**src/rtl/mtnp_pkg.sv**
```systemverilog
// mtnp_pkg: shared beat types for the midi track note parser
// used by mtnp_parser and midi_track_note_parser; no dependencies
package mtnp_pkg;

  localparam int unsigned ByteW  = 8;
  localparam int unsigned NoteW  = 7;
  localparam int unsigned TicksW = 28;

  typedef struct packed {
    logic [ByteW-1:0] data_byte;
    logic             track_last;
  } in_beat_t;

  typedef struct packed {
    logic              is_on;
    logic [NoteW-1:0]  note;
    logic [NoteW-1:0]  velocity;
    logic [TicksW-1:0] delta_ticks;
  } out_beat_t;

  typedef struct packed {
    logic      valid;
    out_beat_t beat;
  } note_res_t;

  localparam logic [3:0] HiNoteOff  = 4'h8;
  localparam logic [3:0] HiNoteOn   = 4'h9;
  localparam logic [3:0] HiProgram  = 4'hC;
  localparam logic [3:0] HiPressure = 4'hD;
  localparam logic [7:0] StMeta     = 8'hFF;
  localparam logic [7:0] StNone     = 8'h00;

endpackage

```
**src/rtl/mtnp_parser.sv**
```systemverilog
// mtnp_parser: track event state machine, one byte per enabled cycle
// gives the note result for that byte combinationally; depends on mtnp_pkg
module mtnp_parser import mtnp_pkg::*; (
  input  logic      clk,
  input  logic      rst_n,
  input  logic      en,
  input  in_beat_t  beat,
  output note_res_t res
);

  typedef enum logic [2:0] {
    PH_DELTA  = 3'd0,
    PH_STATUS = 3'd1,
    PH_DATA1  = 3'd2,
    PH_DATA2  = 3'd3,
    PH_LEN    = 3'd4,
    PH_SKIP   = 3'd5
  } phase_t;

  phase_t            phase_r, phase_nxt;
  logic [TicksW-1:0] delta_r, delta_nxt;
  logic [ByteW-1:0]  rstat_r, rstat_nxt;
  logic [NoteW-1:0]  first_r, first_nxt;
  logic [TicksW-1:0] skip_r, skip_nxt;
  logic              meta_r, meta_nxt;

  logic [ByteW-1:0]  b;
  logic [3:0]        hi;
  logic              one_data;
  logic [NoteW-1:0]  vel;
  logic [TicksW-1:0] skip_dec;

  assign b        = beat.data_byte;
  assign hi       = rstat_r[7:4];
  assign one_data = (hi == HiProgram) || (hi == HiPressure);
  assign vel      = b[7] ? {NoteW{1'b1}} : b[NoteW-1:0];
  assign skip_dec = (skip_r != '0) ? skip_r - 1'b1 : skip_r;

  always_comb begin
    phase_nxt = phase_r;
    delta_nxt = delta_r;
    rstat_nxt = rstat_r;
    first_nxt = first_r;
    skip_nxt  = skip_r;
    meta_nxt  = meta_r;
    res       = '0;
    unique case (phase_r)
      PH_DELTA: begin
        delta_nxt = {delta_r[TicksW-8:0], b[6:0]};
        if (!b[7]) phase_nxt = PH_STATUS;
      end
      PH_STATUS: begin
        if (b[7:4] == 4'hF) begin
          rstat_nxt = StNone;
          skip_nxt  = '0;
          meta_nxt  = (b == StMeta);
          phase_nxt = PH_LEN;
        end else if (b[7]) begin
          rstat_nxt = b;
          phase_nxt = PH_DATA1;
        end else if (rstat_r == StNone) begin
          phase_nxt = PH_DELTA;
          delta_nxt = '0;
        end else begin
          first_nxt = b[NoteW-1:0];
          if (one_data) begin
            phase_nxt = PH_DELTA;
            delta_nxt = '0;
          end else begin
            phase_nxt = PH_DATA2;
          end
        end
      end
      PH_DATA1: begin
        first_nxt = b[NoteW-1:0];
        if (one_data) begin
          phase_nxt = PH_DELTA;
          delta_nxt = '0;
        end else begin
          phase_nxt = PH_DATA2;
        end
      end
      PH_DATA2: begin
        if ((hi == HiNoteOn) || (hi == HiNoteOff)) begin
          res.valid            = 1'b1;
          res.beat.is_on       = (hi == HiNoteOn) && (vel != '0);
          res.beat.note        = first_r;
          res.beat.velocity    = vel;
          res.beat.delta_ticks = delta_r;
        end
        phase_nxt = PH_DELTA;
        delta_nxt = '0;
      end
      PH_LEN: begin
        if (meta_r) begin
          meta_nxt = 1'b0;
          skip_nxt = '0;
        end else begin
          skip_nxt = {skip_r[TicksW-8:0], b[6:0]};
          if (!b[7]) begin
            if ({skip_r[TicksW-8:0], b[6:0]} == '0) begin
              phase_nxt = PH_DELTA;
              delta_nxt = '0;
            end else begin
              phase_nxt = PH_SKIP;
            end
          end
        end
      end
      PH_SKIP: begin
        skip_nxt = skip_dec;
        if (skip_dec == '0) begin
          phase_nxt = PH_DELTA;
          delta_nxt = '0;
        end
      end
      default: begin
        phase_nxt = PH_DELTA;
        delta_nxt = '0;
      end
    endcase
    if (!en) res.valid = 1'b0;
  end

  always_ff @(posedge clk) begin
    if (!rst_n || (en && beat.track_last)) begin
      phase_r <= PH_DELTA;
      delta_r <= '0;
      rstat_r <= StNone;
      first_r <= '0;
      skip_r  <= '0;
      meta_r  <= 1'b0;
    end else if (en) begin
      phase_r <= phase_nxt;
      delta_r <= delta_nxt;
      rstat_r <= rstat_nxt;
      first_r <= first_nxt;
      skip_r  <= skip_nxt;
      meta_r  <= meta_nxt;
    end
  end

endmodule

```
**src/rtl/midi_track_note_parser.sv**
```systemverilog
// Parses a MIDI track chunk fed one byte per beat and gives one beat per note-on
// or note-off event, with its velocity clamped to 127 and its own delta ticks.
// Each byte passes an input register, the parser state update and an output
// register, so a byte is taken every cycle unless the result side stalls; a
// note result enters the output register as its last byte leaves the input
// register. A byte with track_last set resets the parser after it is processed.
// depends on mtnp_pkg and mtnp_parser
module midi_track_note_parser import mtnp_pkg::*; (
  input  logic      clk,
  input  logic      rst_n,
  input  logic      in_valid,
  output logic      in_ready,
  input  in_beat_t  in_data,
  output logic      out_valid,
  input  logic      out_ready,
  output out_beat_t out_data
);

  logic      s1_valid_r;
  in_beat_t  s1_r;
  logic      out_valid_r;
  out_beat_t out_r;
  logic      adv;
  note_res_t res;

  assign adv       = s1_valid_r && (!out_valid_r || out_ready);
  assign in_ready  = !s1_valid_r || adv;
  assign out_valid = out_valid_r;
  assign out_data  = out_r;

  mtnp_parser u_parser (
    .clk  (clk),
    .rst_n(rst_n),
    .en   (adv),
    .beat (s1_r),
    .res  (res)
  );

  always_ff @(posedge clk) begin
    if (!rst_n) begin
      s1_valid_r  <= 1'b0;
      out_valid_r <= 1'b0;
    end else begin
      if (in_valid && in_ready) begin
        s1_valid_r <= 1'b1;
      end else if (adv) begin
        s1_valid_r <= 1'b0;
      end
      if (adv) begin
        out_valid_r <= res.valid;
      end else if (out_ready) begin
        out_valid_r <= 1'b0;
      end
    end
  end

  always_ff @(posedge clk) begin
    if (in_valid && in_ready) s1_r <= in_data;
    if (adv && res.valid) out_r <= res.beat;
  end

  // held byte with a stalled result slot blocks the input
  a_stall_blocks: assert property (@(posedge clk) disable iff (!rst_n)
    (s1_valid_r && out_valid_r && !out_ready) |-> !in_ready)
    else $error("input taken while pipeline stalled");

  // a new result only follows a held byte
  a_res_source: assert property (@(posedge clk) disable iff (!rst_n)
    (out_valid_r && !$past(out_valid_r)) |-> $past(s1_valid_r))
    else $error("result without source byte");

  // a result is never dropped while waiting
  a_res_held: assert property (@(posedge clk) disable iff (!rst_n)
    (out_valid_r && !out_ready) |=> (out_valid_r && $stable(out_r)))
    else $error("pending result lost");

  // reset empties both stages
  a_reset_clear: assert property (@(posedge clk)
    !rst_n |=> (!out_valid_r && !s1_valid_r))
    else $error("stage valid after reset");

endmodule

```
**config.mk**
```make
export PLATFORM = sky130hd
export DESIGN_NAME = midi_track_note_parser
export DESIGN_NICKNAME = d
export VERILOG_FILES = /design/src/rtl/mtnp_pkg.sv /design/src/rtl/mtnp_parser.sv /design/src/rtl/midi_track_note_parser.sv
export SDC_FILE = /design/constraint.sdc
export NUM_CORES = 1
export LEC_CHECK = 0
export BUFFER_PORTS_ARGS = -buffer_cell sky130_fd_sc_hd__buf_2
export CAP_MARGIN = 20
export CORE_ASPECT_RATIO = 0.9
export CORE_MARGIN = 8
export CORE_UTILIZATION = 45
export CTS_CLUSTER_SIZE = 30
export DETAILED_ROUTE_END_ITERATION = 8
export MAX_ROUTING_LAYER = met4
export PLACE_DENSITY = 0.7
export SYNTH_ARGS = -nofsm -noshare
export SYNTH_HDL_FRONTEND = slang
export SYNTH_SLANG_ARGS = --single-unit
```
**constraint.sdc**
```tcl
create_clock -name clk -period 8.2 [get_ports clk]
set_input_delay 0.41 -clock clk [delete_from_list [all_inputs] [get_ports clk]]
set_output_delay 0.41 -clock clk [all_outputs]
set_load 0.005 [all_outputs]
```
======== After elaboration in Yosys (flattened, before gate mapping) ========
Cells that the tools add are included.
word-level totals
  bits of input ports ..................... 13
  register bits after elaboration ......... 129
  output and inout port bits .............. 45
cells by class
  add/subtract/negate cells ............... 1
  multiplexer cells ....................... 39
  reductions and logical operators ........ 32
  equal/unequal tests ..................... 20
operators with widths
  kind                                                number
  2-to-1 mux 28 bit                                   11
  one-hot mux 28 bit (5 select lines)                 1
  2-to-1 mux 44 bit                                   2
  one-hot mux 28 bit (3 select lines)                 1
  zero test 28 bit                                    2
  2-to-1 mux 7 bit                                    4
  nonzero test 28 bit                                 1
  subtractor 28 x 1 -> 28 bit, second input constant  1
  2-to-1 mux 3 bit                                    8
  == test 4 bit, second input constant                5
  2-to-1 mux 8 bit                                    2
  one-hot mux 3 bit (5 select lines)                  1
  one-hot mux 7 bit (2 select lines)                  1
  != test 2 bit, second input constant                6
  AND reduction 5 bit                                 2
  nonzero test 2 bit                                  5
  AND reduction 3 bit                                 3
  == test 8 bit, second input constant                1
  zero test 8 bit                                     1
  AND reduction 7 bit                                 1
  nonzero test 7 bit                                  1
  == test 3 x 2 -> 1 bit, second input constant       2
  == test 3 bit, second input constant                2
  2-to-1 mux 1 bit                                    6
  10 further kinds                                    22

======== Longest topological paths before layout ========
  depth after elaboration ................. 7
  gate-level depth with buffers ........... 13
  depth with buffers taken out ............ 9

======== Hierarchy ========
A second synthesis with hierarchy kept.
unflattened totals
  cell total of the unflattened synthesis .. 695
  area, all modules ....................... 6429.9 µm²
by module, submodules not included
  module                  seq. area each (µm²)  instances  cells each  area each (µm²)
  mtnp_parser             1501.4                1          630         4755.8
  midi_track_note_parser  1601.5                1          65          1674.1

======== Worst setup path after synthesis ========
Ideal clock, no wire load.
  path kind ............................... flip-flop to flip-flop
  start point ............................. register u_parser.skip_r[15]
  end point ............................... register u_parser.delta_r[0]
  arrival ................................. 2.777 ns
  setup slack ............................. 5.302 ns
  cell stages (with the launch flop) ...... 13
  period minus slack after synthesis ...... 2.898 ns
  path through ............................ dfxtp_1 -> buf_6 -> or4_1 -> buf_6 -> or3_4 -> nor4_1 -> xnor2_1 -> nand4_1 -> nor4_2 -> and4_1 -> buf_6 -> buf_12 -> o21ai_2
on the way
  word-level cells in the longest chain between the ends .. 5
  elaborated cells between the ends (all ways) .. 8
ends and longest elaborated chain
  element                                                             RTL line            text
  start, declared                                                     mtnp_parser.sv:24   logic [TicksW-1:0] skip_r, skip_nxt;
  start signal, assigned                                              mtnp_parser.sv:138  skip_r <= skip_nxt;
  subtractor 28 x 1 -> 28 bit or nonzero test 28 bit (tied branches)  mtnp_parser.sv:37   assign skip_dec = (skip_r != '0) ? skip_r - 1'b1 : skip_r;
  2-to-1 mux 28 bit                                                   mtnp_parser.sv:37
  zero test 28 bit                                                    mtnp_parser.sv:112  if (skip_dec == '0) begin
  != test 2 x 1 -> 1 bit (no line)                                    --
  AND reduction 7 bit (no line) (*)                                   --
  end signal, assigned                                                mtnp_parser.sv:135  delta_r <= delta_nxt;
  end, declared                                                       mtnp_parser.sv:21   logic [TicksW-1:0] delta_r, delta_nxt;
Mark *: on every way between the ends. The rest lies on a longest branch, timed or not.
A chain may end at the register's enable or synchronous reset.

======== Final worst setup path ========
  start point ............................. register u_parser.skip_r[4]
  end point ............................... register u_parser.delta_r[19]
Same word-level chain as after synthesis.

==> reports/results.ini <==
[min_path]
hold-path-endpoint=s1_r[7]$_DFFE_PP_
hp-start=in_data[7]
min_path_type=in2reg
whs_path_depth=1

[setup_path]
critPathMaxFanout=28
worst_ep_required_time_ns=8.48
critPathArrivalTime_ns=3.96
r2r_cells=9
setup.worst_path.class=reg2reg
r2r_end=u_parser.delta_r[19]$_SDFFE_PP0P_
worst_r2r_setup_slack_ns=4.52
start_kind=flop
crit-reg2reg-launch=u_parser.skip_r[4]$_SDFFE_PP0P_
end_kind=flop

[clocking]
worst_setup_hold_path_clk_slew_ns=0.06
cts_tree=yes
clock_tree.buffer_depth=2
worstSkewPairLatency_ns=0.42
post_cts_buffers=0
h-tree-depth=4
cts_made_buffers=17
clock_sinks=129
clockRootBuffer=clkbuf_16
cts_resized=0
post_cts_hold_buffer_count=0

[layout]
syn2layout_area_growth_pct=14.6
final_common_cell=dfxtp_1
final_instance_count_excl_fillers=906
layout_common_cells=dfxtp_1 (77), nor2_1 (59), buf_2 (57)
drive_gt1_share_pct=17.1
nets=715
insertedDiodeCount=0

[grt]
global_route_overflow=0
initial_antenna_violation_count=0
grt_pass1_wl_mm=25.7
number_of_global_route_vias_before_repair=4917
grt_start_max_net_pins=63
globalRouteTotalUtil_pct=18.2

[run_status]
run_status=finished, final reports clean

[floorplanning]
vertical_extent_of_the_die_um=129
initial_core_util_pct=45.6
floorplan.core_area_um2=13900
top_level_ports=58
design.die.area_um2=18100
die_x_um=141
rows=41

[sta]
fin_worst_skew_ns=0.00889
max-slew-margin-rel_pct=29.4
final.min_clock_period_ns=3.68
finalSetupTns_ns=0
fmax_mhz=272
slew_viol_final=0
worst_slew_pin_slew_ns=1.06
fin_crit_sh_pct=44.9
setup_viol=0
grt_setup_unrepaired=false
number_of_hold_slack_violations_in_the_final_timing_report=0

[power_and_ir_drop]
irDropWorstVdd_mv=0.203
p_per_area_nw_per_um2=206
cellLeakagePower_nw=2.57
report.power.total_mw=1.50

[synthesis]
synth_sequential_area_ratio_pct=49.0
synthArstFlopShare_pct=0
ys_warn_count=0
yosys-top-cells-area=edfxtp_1 (25%), dfxtp_1 (24%), and2_1 (4.0%)
postSynth.topFlopCell=dfxtp_1
post_synth.cell_area_avg_um2=9.44
syn-cell-area_um2=6340
yosys_register_bits=129
synth_area_leader_cell=edfxtp_1
ys_types=56
netlist_instances=671
synth_top_area_share_pct=24.6
synth_enable_flop_cells=52
syn_nets=686

[detailed_routing]
ant_nets=0
drt-initial-drc-count=509
avgRoutedWirePerCell_um=17.5
drcViolationCount=0
routed_wirelength_mm=15.8
vias=5394
via_per_inst=5.95
firstDrtPassIters=6

[placed_design]
replace_congestion=0.964
dp_hpwl_mm=10.4
number_of_placed_instances_taps_included=874
portBuffers=57

[run]
maxCapViolCount=0

==> report_power, final <==
part | internal, mW | switching [mW]
registers | 0.671 | 0.0155
logic | 0.0125 | 0.0347
clock network | 0.487 | 0.276
==> synth_stat cells (all sizes together) (9+ instances only) <==
library cell / instances
a21oi: 27
a22oi: 24
a32oi: 28
and2: 42
clkbuf: 46
dfxtp: 77
edfxtp: 52
mux2i: 10
nand2: 52
nand3: 45
nand4: 9
nor2: 59
nor3: 19
nor4: 13
o21ai: 63
or3: 11
xnor2: 10
==> per-stage QoR <==
| step | setup slack, ns | utilization, % | cell area (um2) | hold slack, ns |
|---|---|---|---|---|
| floorplan | 5.30 | - | 6340 | 0.426 |
| global placement | 4.64 | 48.0 | 6670 | 0.437 |
| detailed placement | 4.54 | 48.0 | 6670 | 0.442 |
| CTS | 4.52 | 52.2 | 7260 | 0.149 |
| global route | 4.21 | 52.2 | 7260 | 0.150 |
| finish | 4.52 | 52.2 | 7260 | 0.164 |
==> area by class of cell <==
type / instances / area [um2]
Timing Repair Buffer: 63 / 330
Inverter: 7 / 26.3
Sequential cell: 129 / 3100
Tap cell: 193 / 241
Fill cell: 1238 / 6640
Clock inverter: 9 / 133
Multi-Input combinational cell: 482 / 2970
Clock buffer: 23 / 458
==> kinds of logic (layout without fill, tap and decap cells) <==
logic type	Yosys count	count (layout)	share of synthesized area, %
buffers and inverters	60	102	4.54
muxes	10	10	1.58
xor gates and xnor gates	14	14	1.94
and+or+nand+nor	276	276	22.5
DFF	129	129	49.0
adders and majority gates	2	2	0.395
AOI/OAI and AO/OA	180	180	20.0
==> critical path, cell delays in order (launching register included) <==
cell and delay (ns):
dfxtp_1 0.37, nor3_1 0.41, nand3_1 0.35, nor4_4 0.83, o21ai_0 0.20, a311o_1 0.31, nor4_2 0.30, and4_1 0.22
buf_4 0.37, o21ai_0 0.17
==> metal layers <==
metal  up-vias  GRT usage, %  part of all wire (%)
met2       232          26.9                    45
met3        31          3.81                   6.7
met5         -             -                     0
li1       2556             -                     -
met1      2575          23.9                    46
met4         0          7.95                   2.1
==> how the worst max path moves through the flow <==
| stage | startpoint | cells past startpoint | endpoint |
|---|---|---|---|
| floorplan | u_parser.skip_r[15]$_SDFFE_PP0P_ | 12 | u_parser.delta_r[0]$_SDFFE_PP0P_ |
| global placement | u_parser.skip_r[24]$_SDFFE_PP0P_ | 9 | u_parser.delta_r[23]$_SDFFE_PP0P_ |
| detailed placement | u_parser.skip_r[4]$_SDFFE_PP0P_ | 9 | u_parser.delta_r[18]$_SDFFE_PP0P_ |
| CTS | u_parser.skip_r[24]$_SDFFE_PP0P_ | 9 | u_parser.delta_r[23]$_SDFFE_PP0P_ |
| global route | u_parser.skip_r[4]$_SDFFE_PP0P_ | 9 | u_parser.delta_r[19]$_SDFFE_PP0P_ |
| finish | u_parser.skip_r[4]$_SDFFE_PP0P_ | 9 | u_parser.delta_r[19]$_SDFFE_PP0P_ |
==> state kept, by name, indices dropped and copies added, names as in the netlist <==
register / flops
out_data: 43
out_valid: 1
s1_valid_r: 1
u_parser.rstat_r: 8
u_parser.skip_r: 28
u_parser.delta_r: 28
u_parser.first_r: 7
u_parser.meta_r: 1
s1_r: 9
u_parser.phase_r: 3
Power figures use the tool's default switching activity.
